`config.mk`:
```
export PLATFORM = sky130hd
export DESIGN_NAME = minmod_slope_limiter_top_flat
export DESIGN_NICKNAME = d
export VERILOG_FILES = /design/src/hdl/msl_pkg.sv /design/src/hdl/msl_in_if.sv /design/src/hdl/msl_out_if.sv /design/src/hdl/minmod_slope_limiter_top.sv /design/src/flat_wrapper.sv
export SDC_FILE = /design/constraint.sdc
export NUM_CORES = 2
export LEC_CHECK = 0
export BUFFER_PORTS_ARGS = -buffer_cell sky130_fd_sc_hd__buf_2
export CORE_UTILIZATION = 60
export CTS_CLUSTER_SIZE = 40
export DETAILED_ROUTE_END_ITERATION = 8
export PLACE_DENSITY = 0.79
export SYNTH_ARGS = -nofsm -noshare
export SYNTH_HDL_FRONTEND = slang
export SYNTH_SLANG_ARGS = --single-unit
```
`constraint.sdc`:
```
create_clock -name clk -period 16.4 [get_ports clk]
set_input_delay 3.28 -clock clk [delete_from_list [all_inputs] [get_ports clk]]
set_output_delay 3.28 -clock clk [all_outputs]
set_load 0.1 [all_outputs]
```
`src/hdl/msl_pkg.sv`:
```
`default_nettype none

package msl_pkg;

  localparam int DW      = 32;
  localparam int FRAC    = 16;
  localparam int NCOMP   = 3;
  localparam int MAX_DIM = 3;

  localparam int DIV_STEPS = 32;
  localparam int CNT_W     = $clog2(DIV_STEPS);

  localparam int PADDR_W = 3;

  localparam logic [1:0] MODE_LINEAR = 2'd0;
  localparam logic [1:0] MODE_MINMOD = 2'd1;
  localparam logic [1:0] MODE_MUSCL  = 2'd2;

  localparam logic [1:0] MODE_RESET = MODE_MINMOD;
  localparam logic [1:0] DIM_RESET  = 2'd3;

  // register index = paddr[2]
  localparam logic REG_MODE = 1'b0;
  localparam logic REG_DIM  = 1'b1;

  localparam logic [DW-1:0] SAT_POS = {1'b0, {(DW-1){1'b1}}};
  localparam logic [DW-1:0] SAT_NEG = {1'b1, {(DW-1){1'b0}}};

  typedef logic signed [DW-1:0] data_t;

endpackage

`default_nettype wire

```
`src/hdl/msl_in_if.sv`:
```
`default_nettype none

interface msl_in_if;
  import msl_pkg::*;

  logic  valid;
  logic  ready;
  logic  func;
  data_t average;
  data_t vec_x;
  data_t vec_y;
  data_t vec_z;
  logic  last;

  modport source (output valid, func, average, vec_x, vec_y, vec_z, last, input ready);
  modport sink   (input valid, func, average, vec_x, vec_y, vec_z, last, output ready);
endinterface

`default_nettype wire

```
`src/hdl/msl_out_if.sv`:
```
`default_nettype none

interface msl_out_if;
  import msl_pkg::*;

  logic  valid;
  logic  ready;
  data_t slope_x;
  data_t slope_y;
  data_t slope_z;
  logic  zero_distance_seen;

  modport source (output valid, slope_x, slope_y, slope_z, zero_distance_seen, input ready);
  modport sink   (input valid, slope_x, slope_y, slope_z, zero_distance_seen, output ready);
endinterface

`default_nettype wire

```
`src/hdl/minmod_slope_limiter_top.sv`:
```
// Minmod slope limiter, Q16.16.
// in_chan (valid/ready): a cell item (func=0) loads the cell average and the
// gradient; neighbor items (func=1) in minmod or MUSCL mode each fold one
// neighbor slope into the running per-component minimum and maximum. An item
// with last=1 produces one transfer on out_chan: the componentwise minmod, plus
// a flag telling whether a neighbor with zero distance was skipped.
// Sequencing: a cell item is taken in the idle state; a neighbor item in
// minmod or MUSCL mode runs SQ and ACC per component, CHK, the 32-step
// radix-2 divider (DIV, then CAP), then MUL and UPD per component, using the
// single shared 32x32 multiplier for |r|^2 and for q*r. A zero-distance
// neighbor ends after CHK; one whose quotient saturates skips the divider.
// Linear mode neighbors are taken in idle. An item with last=1 then loads the
// output register. in_ready is high only in idle with no output load pending.
// The output register decouples the sides: the next item is taken while a
// result waits. If a new result is ready while the old one is still stalled,
// the sequencer holds until out_chan.ready takes the old one.
// Config (APB): reg 0 limiter_mode at 0x0, reg 1 dimension at 0x4; write
// only while idle. Reset (rst_n low, synchronous) clears the held state,
// sets mode to minmod and dimension to 3, and drops out_chan.valid.
`default_nettype none

module minmod_slope_limiter_top
  import msl_pkg::*;
(
  input  wire logic               clk,
  input  wire logic               rst_n,
  msl_in_if.sink                  in_chan,
  msl_out_if.source               out_chan,
  input  wire logic               psel,
  input  wire logic               penable,
  input  wire logic               pwrite,
  input  wire logic [PADDR_W-1:0] paddr,
  input  wire logic [31:0]        pwdata,
  output logic      [31:0]        prdata,
  output logic                    pready
);

  typedef enum logic [7:0] {
    S_IDLE = 8'b0000_0001,
    S_SQ   = 8'b0000_0010,
    S_ACC  = 8'b0000_0100,
    S_CHK  = 8'b0000_1000,
    S_DIV  = 8'b0001_0000,
    S_CAP  = 8'b0010_0000,
    S_MUL  = 8'b0100_0000,
    S_UPD  = 8'b1000_0000
  } state_t;

  // output load is tracked by a flag of its own, outside the state encoding
  logic out_pend_r, out_pend_nxt;

  state_t state_r, state_nxt;

  logic [1:0] mode_r, dimension_r;

  data_t            avg_r, avg_nxt;
  data_t            min_r [NCOMP], min_nxt [NCOMP];
  data_t            max_r [NCOMP], max_nxt [NCOMP];
  logic             flag_r, flag_nxt;
  logic [DW-1:0]    mag_r [NCOMP], mag_nxt [NCOMP];
  logic             vneg_r [NCOMP], vneg_nxt [NCOMP];
  logic             neg_r, neg_nxt;
  logic [DW+1:0]    m_r, m_nxt;
  logic             last_r, last_nxt;
  logic [1:0]       dim_r, dim_nxt;
  logic [1:0]       d_r, d_nxt;
  logic [2*DW-1:0]  nsq_r, nsq_nxt;
  logic [2*DW-1:0]  prod_r, prod_nxt;
  logic [2*DW-1:0]  rem_r, rem_nxt;
  logic [DW-1:0]    quo_r, quo_nxt;
  logic [CNT_W-1:0] cnt_r, cnt_nxt;

  logic          out_valid_r, out_valid_nxt;
  data_t         out_s_r [NCOMP], out_s_nxt [NCOMP];
  logic          out_zd_r, out_zd_nxt;

  logic              in_fire, out_load, cfg_wr;
  data_t             vin [NCOMP];
  logic [1:0]        dim_eff;
  logic signed [DW:0] diff;
  logic [DW:0]       diff_mag;
  logic [DW-1:0]     mul_a, mul_b;
  logic [2*DW-1:0]   mul_p;
  logic [2*DW:0]     rem_sh;
  logic [2*DW+1:0]   rem_sub;
  logic [DW-1:0]     cap;
  logic [2*DW-FRAC-1:0] p_sh;
  logic              sneg;
  data_t             s_val;
  logic              last_comp;

  assign pready = 1'b1;
  assign cfg_wr = psel & penable & pwrite;

  always_comb begin
    case (paddr[2])
      REG_MODE: prdata = {30'd0, mode_r};
      REG_DIM:  prdata = {30'd0, dimension_r};
      default:  prdata = 32'd0;
    endcase
  end

  assign in_chan.ready = (state_r == S_IDLE) && !out_pend_r;
  assign in_fire       = in_chan.valid && in_chan.ready;

  assign out_chan.valid              = out_valid_r;
  assign out_chan.slope_x            = out_s_r[0];
  assign out_chan.slope_y            = out_s_r[1];
  assign out_chan.slope_z            = out_s_r[2];
  assign out_chan.zero_distance_seen = out_zd_r;

  assign vin[0] = in_chan.vec_x;
  assign vin[1] = in_chan.vec_y;
  assign vin[2] = in_chan.vec_z;

  always_comb begin
    if (dimension_r == 2'd0) begin
      dim_eff = 2'd1;
    end else if (32'(dimension_r) > MAX_DIM) begin
      dim_eff = 2'(MAX_DIM);
    end else begin
      dim_eff = dimension_r;
    end
  end

  assign diff     = {in_chan.average[DW-1], in_chan.average} - {avg_r[DW-1], avg_r};
  assign diff_mag = diff[DW] ? (DW+1)'(-diff) : diff;

  // shared multiplier: squares during SQ, q * |r_d| during MUL
  assign mul_a = (state_r == S_MUL) ? quo_r : mag_r[d_r];
  assign mul_b = mag_r[d_r];
  assign mul_p = mul_a * mul_b;

  assign rem_sh  = {rem_r, 1'b0};
  assign rem_sub = {1'b0, rem_sh} - {2'b00, nsq_r};
  assign cap     = neg_r ? SAT_NEG : SAT_POS;

  assign p_sh  = prod_r[2*DW-1:FRAC];
  assign sneg  = neg_r ^ vneg_r[d_r];
  always_comb begin
    if (!sneg) begin
      s_val = (|p_sh[2*DW-FRAC-1:DW-1]) ? SAT_POS : data_t'(p_sh[DW-1:0]);
    end else begin
      s_val = (|p_sh[2*DW-FRAC-1:DW-1]) ? SAT_NEG : data_t'(-p_sh[DW-1:0]);
    end
  end

  assign last_comp = (d_r == 2'(dim_r - 2'd1));
  assign out_load  = out_pend_r && (!out_valid_r || out_chan.ready);

  always_comb begin
    state_nxt    = state_r;
    out_pend_nxt = out_pend_r;
    avg_nxt      = avg_r;
    min_nxt      = min_r;
    max_nxt      = max_r;
    flag_nxt     = flag_r;
    mag_nxt      = mag_r;
    vneg_nxt     = vneg_r;
    neg_nxt      = neg_r;
    m_nxt        = m_r;
    last_nxt     = last_r;
    dim_nxt      = dim_r;
    d_nxt        = d_r;
    nsq_nxt      = nsq_r;
    prod_nxt     = prod_r;
    rem_nxt      = rem_r;
    quo_nxt      = quo_r;
    cnt_nxt      = cnt_r;
    out_s_nxt    = out_s_r;
    out_zd_nxt   = out_zd_r;
    out_valid_nxt = out_valid_r;

    if (out_valid_r && out_chan.ready) begin
      out_valid_nxt = 1'b0;
    end
    if (out_load) begin
      for (int d = 0; d < NCOMP; d++) begin
        if (d < 32'(dim_r) && min_r[d] > 0) begin
          out_s_nxt[d] = min_r[d];
        end else if (d < 32'(dim_r) && max_r[d] < 0) begin
          out_s_nxt[d] = max_r[d];
        end else begin
          out_s_nxt[d] = '0;
        end
      end
      out_zd_nxt    = flag_r;
      out_valid_nxt = 1'b1;
      out_pend_nxt  = 1'b0;
    end

    case (state_r)
      S_IDLE: begin
        if (in_fire) begin
          last_nxt = in_chan.last;
          dim_nxt  = dim_eff;
          if (!in_chan.func) begin
            avg_nxt = in_chan.average;
            for (int d = 0; d < NCOMP; d++) begin
              min_nxt[d] = (d < 32'(dim_eff)) ? vin[d] : '0;
              max_nxt[d] = (d < 32'(dim_eff)) ? vin[d] : '0;
            end
            flag_nxt     = 1'b0;
            out_pend_nxt = in_chan.last;
          end else if (mode_r == MODE_MINMOD || mode_r == MODE_MUSCL) begin
            for (int d = 0; d < NCOMP; d++) begin
              vneg_nxt[d] = vin[d][DW-1];
              mag_nxt[d]  = vin[d][DW-1] ? DW'(-vin[d]) : vin[d];
            end
            neg_nxt   = diff[DW];
            m_nxt     = (mode_r == MODE_MINMOD) ? {diff_mag, 1'b0} : {1'b0, diff_mag};
            nsq_nxt   = '0;
            d_nxt     = 2'd0;
            state_nxt = S_SQ;
          end else begin
            out_pend_nxt = in_chan.last;
          end
        end
      end
      S_SQ: begin
        prod_nxt  = mul_p;
        state_nxt = S_ACC;
      end
      S_ACC: begin
        nsq_nxt = nsq_r + prod_r;
        if (last_comp) begin
          state_nxt = S_CHK;
        end else begin
          d_nxt     = d_r + 2'd1;
          state_nxt = S_SQ;
        end
      end
      S_CHK: begin
        if (nsq_r == '0) begin
          flag_nxt     = 1'b1;
          out_pend_nxt = last_r;
          state_nxt    = S_IDLE;
        end else if ({{(DW-2){1'b0}}, m_r} >= nsq_r) begin
          // quotient would reach 2^32
          quo_nxt   = cap;
          d_nxt     = 2'd0;
          state_nxt = S_MUL;
        end else begin
          rem_nxt   = {{(DW-2){1'b0}}, m_r};
          quo_nxt   = '0;
          cnt_nxt   = '0;
          state_nxt = S_DIV;
        end
      end
      S_DIV: begin
        rem_nxt = rem_sub[2*DW+1] ? rem_sh[2*DW-1:0] : rem_sub[2*DW-1:0];
        quo_nxt = {quo_r[DW-2:0], ~rem_sub[2*DW+1]};
        cnt_nxt = cnt_r + 1'b1;
        if (cnt_r == CNT_W'(DIV_STEPS - 1)) begin
          state_nxt = S_CAP;
        end
      end
      S_CAP: begin
        if (quo_r > cap) begin
          quo_nxt = cap;
        end
        d_nxt     = 2'd0;
        state_nxt = S_MUL;
      end
      S_MUL: begin
        prod_nxt  = mul_p;
        state_nxt = S_UPD;
      end
      S_UPD: begin
        if (s_val < min_r[d_r]) begin
          min_nxt[d_r] = s_val;
        end
        if (s_val > max_r[d_r]) begin
          max_nxt[d_r] = s_val;
        end
        if (last_comp) begin
          out_pend_nxt = last_r;
          state_nxt    = S_IDLE;
        end else begin
          d_nxt     = d_r + 2'd1;
          state_nxt = S_MUL;
        end
      end
      default: begin
        state_nxt = S_IDLE;
      end
    endcase
  end

  always_ff @(posedge clk) begin
    if (!rst_n) begin
      state_r     <= S_IDLE;
      out_pend_r  <= 1'b0;
      out_valid_r <= 1'b0;
      mode_r      <= MODE_RESET;
      dimension_r <= DIM_RESET;
      avg_r       <= '0;
      flag_r      <= 1'b0;
      for (int d = 0; d < NCOMP; d++) begin
        min_r[d] <= '0;
        max_r[d] <= '0;
      end
    end else begin
      state_r     <= state_nxt;
      out_pend_r  <= out_pend_nxt;
      out_valid_r <= out_valid_nxt;
      avg_r       <= avg_nxt;
      flag_r      <= flag_nxt;
      min_r       <= min_nxt;
      max_r       <= max_nxt;
      if (cfg_wr) begin
        case (paddr[2])
          REG_MODE: mode_r      <= pwdata[1:0];
          REG_DIM:  dimension_r <= pwdata[1:0];
          default: begin
          end
        endcase
      end
    end
  end

  always_ff @(posedge clk) begin
    mag_r    <= mag_nxt;
    vneg_r   <= vneg_nxt;
    neg_r    <= neg_nxt;
    m_r      <= m_nxt;
    last_r   <= last_nxt;
    dim_r    <= dim_nxt;
    d_r      <= d_nxt;
    nsq_r    <= nsq_nxt;
    prod_r   <= prod_nxt;
    rem_r    <= rem_nxt;
    quo_r    <= quo_nxt;
    cnt_r    <= cnt_nxt;
    out_s_r  <= out_s_nxt;
    out_zd_r <= out_zd_nxt;
  end

endmodule

`default_nettype wire

```
`src/flat_wrapper.sv`:
```
// flat-port wrapper written by rule: the top's interface ports become plain ports
module minmod_slope_limiter_top_flat import msl_pkg::*;
  (clk, rst_n, psel, penable, pwrite, paddr, pwdata, prdata, pready, in_chan_valid, in_chan_func, in_chan_average, in_chan_vec_x, in_chan_vec_y, in_chan_vec_z, in_chan_last, in_chan_ready, out_chan_valid, out_chan_slope_x, out_chan_slope_y, out_chan_slope_z, out_chan_zero_distance_seen, out_chan_ready);
  msl_in_if in_chan_i ();
  msl_out_if out_chan_i ();
  input  wire logic clk;
  input  wire logic rst_n;
  input  wire logic psel;
  input  wire logic penable;
  input  wire logic pwrite;
  input  wire logic [PADDR_W-1:0] paddr;
  input  wire logic [31:0] pwdata;
  output logic      [31:0] prdata;
  output logic pready;
  input wire logic [$bits(in_chan_i.valid)-1:0] in_chan_valid;
  input wire logic [$bits(in_chan_i.func)-1:0] in_chan_func;
  input wire logic [$bits(in_chan_i.average)-1:0] in_chan_average;
  input wire logic [$bits(in_chan_i.vec_x)-1:0] in_chan_vec_x;
  input wire logic [$bits(in_chan_i.vec_y)-1:0] in_chan_vec_y;
  input wire logic [$bits(in_chan_i.vec_z)-1:0] in_chan_vec_z;
  input wire logic [$bits(in_chan_i.last)-1:0] in_chan_last;
  output wire logic [$bits(in_chan_i.ready)-1:0] in_chan_ready;
  output wire logic [$bits(out_chan_i.valid)-1:0] out_chan_valid;
  output wire logic [$bits(out_chan_i.slope_x)-1:0] out_chan_slope_x;
  output wire logic [$bits(out_chan_i.slope_y)-1:0] out_chan_slope_y;
  output wire logic [$bits(out_chan_i.slope_z)-1:0] out_chan_slope_z;
  output wire logic [$bits(out_chan_i.zero_distance_seen)-1:0] out_chan_zero_distance_seen;
  input wire logic [$bits(out_chan_i.ready)-1:0] out_chan_ready;
  assign in_chan_i.valid = in_chan_valid;
  assign in_chan_i.func = in_chan_func;
  assign in_chan_i.average = in_chan_average;
  assign in_chan_i.vec_x = in_chan_vec_x;
  assign in_chan_i.vec_y = in_chan_vec_y;
  assign in_chan_i.vec_z = in_chan_vec_z;
  assign in_chan_i.last = in_chan_last;
  assign in_chan_ready = in_chan_i.ready;
  assign out_chan_valid = out_chan_i.valid;
  assign out_chan_slope_x = out_chan_i.slope_x;
  assign out_chan_slope_y = out_chan_i.slope_y;
  assign out_chan_slope_z = out_chan_i.slope_z;
  assign out_chan_zero_distance_seen = out_chan_i.zero_distance_seen;
  assign out_chan_i.ready = out_chan_ready;
  minmod_slope_limiter_top u_core (.clk(clk), .rst_n(rst_n), .in_chan(in_chan_i), .out_chan(out_chan_i), .psel(psel), .penable(penable), .pwrite(pwrite), .paddr(paddr), .pwdata(pwdata), .prdata(prdata), .pready(pready));
endmodule
```
==> results.md <==
* Final Setup Violations at 0
* Met2 usage at 60.8%
* Post-synth design cell area at 77,100 um^2
* Initial antenna violation count at 56
* CTS H-tree depth at 3
* Worst Max-Slew Pin Slew at 1350 ps
* CP Capture Type: flop
* DRC violations left at 0
* Hold buffers post-CTS at 0
* Clock root buffer: clkbuf_16
* Multi-input logic area at 52,800 um^2
* Post-route clock period utilization at 73.3%
* Worst reg2reg path depth at 33
* Fill cells at 10.4k
* Post-DRT Antenna Nets at 0
* PortBufs at 240
* Register area at 18,700 um^2
* EDFF count, synth at 465
* Clk slew on worst S/H paths at 60 ps
* Commonest non-fill, non-tap cell in the layout: inv_1
* RSZ-0062 raised after global routing: no
* # clock sinks at 704
* FF-to-FF Start: u_core.d_r[0]$_SDFFCE_PP0P_
* CP dominant cell by count: fa_1
* Most used flip-flop cell after synthesis: edfxtp_1
* Vias in the first global route at 65.5k
* Met1 usage at 49.8%
* WL final at 265,000 um
* Largest net degree at the start of global routing at 147
* CTS tree: done
* CP peak stage delay at 790 ps
* WHS at 461 ps
* Cells after Synth at 8,635
* Wirelength per Cell at 25.4 um
* Setup crit end: u_core.prod_r[63]$_DFFE_PP_
* Status: completed
* Worst Path Required at 16,790 ps
* Die width at 360 um
* YS warnings at 0
* Fin Clk Skew at 74.3 ps
* Crit path from: u_core.d_r[0]$_SDFFCE_PP0P_
* CP Depth at 33
* Worst Setup Path Type: reg2reg
* DPL Wire Length at 205,000 um
* Die area at 130,000 um^2
* RR Endpoint: u_core.prod_r[63]$_DFFE_PP_
* Max Slew Vio Count at 0
* Hold path cells at 2
* Layout cells sized above 1 at 7.24%
* R2r setup slk at 4380 ps
* Vias/cell at 6.36
* Grt peak-use layer: met2
* Crit path max-delay cell type: mux2i_1
* WP buf/inv at 7
* Min-delay src: u_core.avg_r[17]$_SDFFE_PN0P_
* Met3 GRT Util at 12.9%
* Fin crit period at 12,020 ps
* Peak Freq at 83.2 MHz
* Initial Utilization at 60.5%
* Synth async-reset ratio at 0%
* Synth cell types at 97
* Most frequent cells in the layout: 1,073 x inv_1, 1,033 x nor2_1, 907 x nand2_1, 899 x fa_1, 563 x ha_1
* CTS Buf Count at 78
* P&R area growth vs syn at 7.34%
* Post-CTS resize count at 0
* Ports at 304
* WP data arrival at 12,410 ps
* Hold crit path type: reg2reg
* Placer congestion estimate at 1.03
* Iter 0 DRT Violations at 7,773
* Slew headroom at 9.56%
* Overflow after GRT at 0
* Tot GR Track Use at 40.7%
* Post-CTS Setup Inserts at 0
* Core Rows at 131
* Core area at 128,000 um^2
* Delay-heaviest family, CP: adder cells
* Clock buffer depth at 3
* Final Hold Violating Endpoints at 0
* Global-route wire length before repair at 397,000 um
* Max-Cap Viols at 0
* Yosys reg bits at 704
* Die Height at 360 um
* Nets at 10.3k
* Sequential area share after synthesis at 24.3%
* Clk_lat worst skew at 720 ps
* Via Count at 66.2k
* Post-Syn Area per Cell at 8.93 um^2
* 1st-pass router iterations at 8
* CP Max Fanout at 102
* CP Launch Type: flop
* Setup TNS at 0 ps
## worst min-delay path: cells and delay by family, from the launching register on
| family | cells | cell delay [ps] |
|---|---|---|
| DFF | 1 | 310 |
| AOI/OAI and AO/OA | 1 | 60 |
| and+or+nand+nor | 1 | 50 |
## cell families (layout without fill, tap and decap cells)
kind of cell	after synthesis	count (layout)	synth area share, %
AO/OA/AOI/OAI	1733	1733	14.4
XOR/XNOR	334	334	3.80
adder cells (fa/ha/maj)	1463	1463	32.5
buffers and inverters	1558	1595	7.76
flip-flops	704	704	24.3
multiplexers	140	140	1.83
other	2	70	0.00974
AND/OR/NAND/NOR	2701	2701	15.4
## Yosys cell counts, types with 16 or more instances
cell,number,area [um^2]
o31ai_1,42,315
a32oi_1,16,140
o21ai_1,23,115
nor3_1,57,285
nand2b_1,55,344
a21o_1,207,1550
fa_1,899,18000
a31oi_1,46,288
nand4_1,73,457
o21a_1,50,375
a21oi_1,479,2400
a21boi_0,43,323
o21ai_0,431,2160
nand2_1,908,3410
mux2i_1,134,1340
nand3_1,237,1190
o21bai_1,38,285
nor4_1,55,344
nor2b_1,73,457
or3_1,35,219
and3_1,41,257
clkbuf_1,383,1440
o211ai_1,30,225
dfxtp_1,239,4780
ha_1,564,7060
xor2_1,94,823
and2_1,31,194
a211oi_1,31,233
a22o_1,150,1310
buf_4,31,233
buf_1,57,214
xnor2_1,239,2090
edfxtp_1,465,14000
inv_1,1073,4030
nor2_1,1039,3900
or4_1,23,173
## per-layer routing
layer	up-vias	part of all wire, %
li1	28900	-
met1	32100	35
met2	4175	43
met3	991	13
met4	30	8.5
met5	-	0.085
## stage by stage
step	cells	cell area [um^2]	worst slack (ps)	utilization, %
final	10400	82800	4380	64.9
after global routing	10400	82700	4040	64.9
after CTS	10400	82700	4750	64.8
after detailed placement	10200	79900	4880	62.7
after global placement	10200	79900	4960	62.7
after floorplan	8664	77200	5030	-
## worst min-delay path by stage
stage                                                         endpoint  slack (ps)
final                                    u_core.avg_r[17]$_SDFFE_PN0P_         460
after global routing                     u_core.avg_r[23]$_SDFFE_PN0P_         480
after CTS                                u_core.avg_r[17]$_SDFFE_PN0P_         470
after detailed placement                 u_core.avg_r[17]$_SDFFE_PN0P_         460
after global placement                   u_core.avg_r[30]$_SDFFE_PN0P_         450
after floorplan           u_core.out_chan.zero_distance_seen$_DFFE_PP_         410
## registers in the layout, indices dropped and copies added, names as in the netlist, 3 cells and up
register,cells
u_core.quo_r,32
u_core.cnt_r,5
u_core.min_r,96
u_core.avg_r,32
u_core.rem_r,64
u_core.max_r,96
u_core.out_chan.slope_z,32
u_core.out_chan.slope_y,32
u_core.mag_r,96
u_core.vneg_r,3
u_core.out_chan.slope_x,32
u_core.prod_r,64
u_core.nsq_r,64
u_core.m_r,34
u_core.state_r,8
## layout make-up
class / instances / share of cell area [%]
multi-input cells: 6402 / 63.8
clock buffers: 98 / 2.57
flip-flops and latches: 704 / 22.7
inverters: 1074 / 4.87
well taps: 1662 / 2.51
repair buffers: 378 / 2.75
clock inverters: 45 / 0.768
diodes: 39 / 0.118
Power is left out: the tool's default activity adds up to more than one toggle a clock period on the data nets, which glitch-free logic cannot reach.
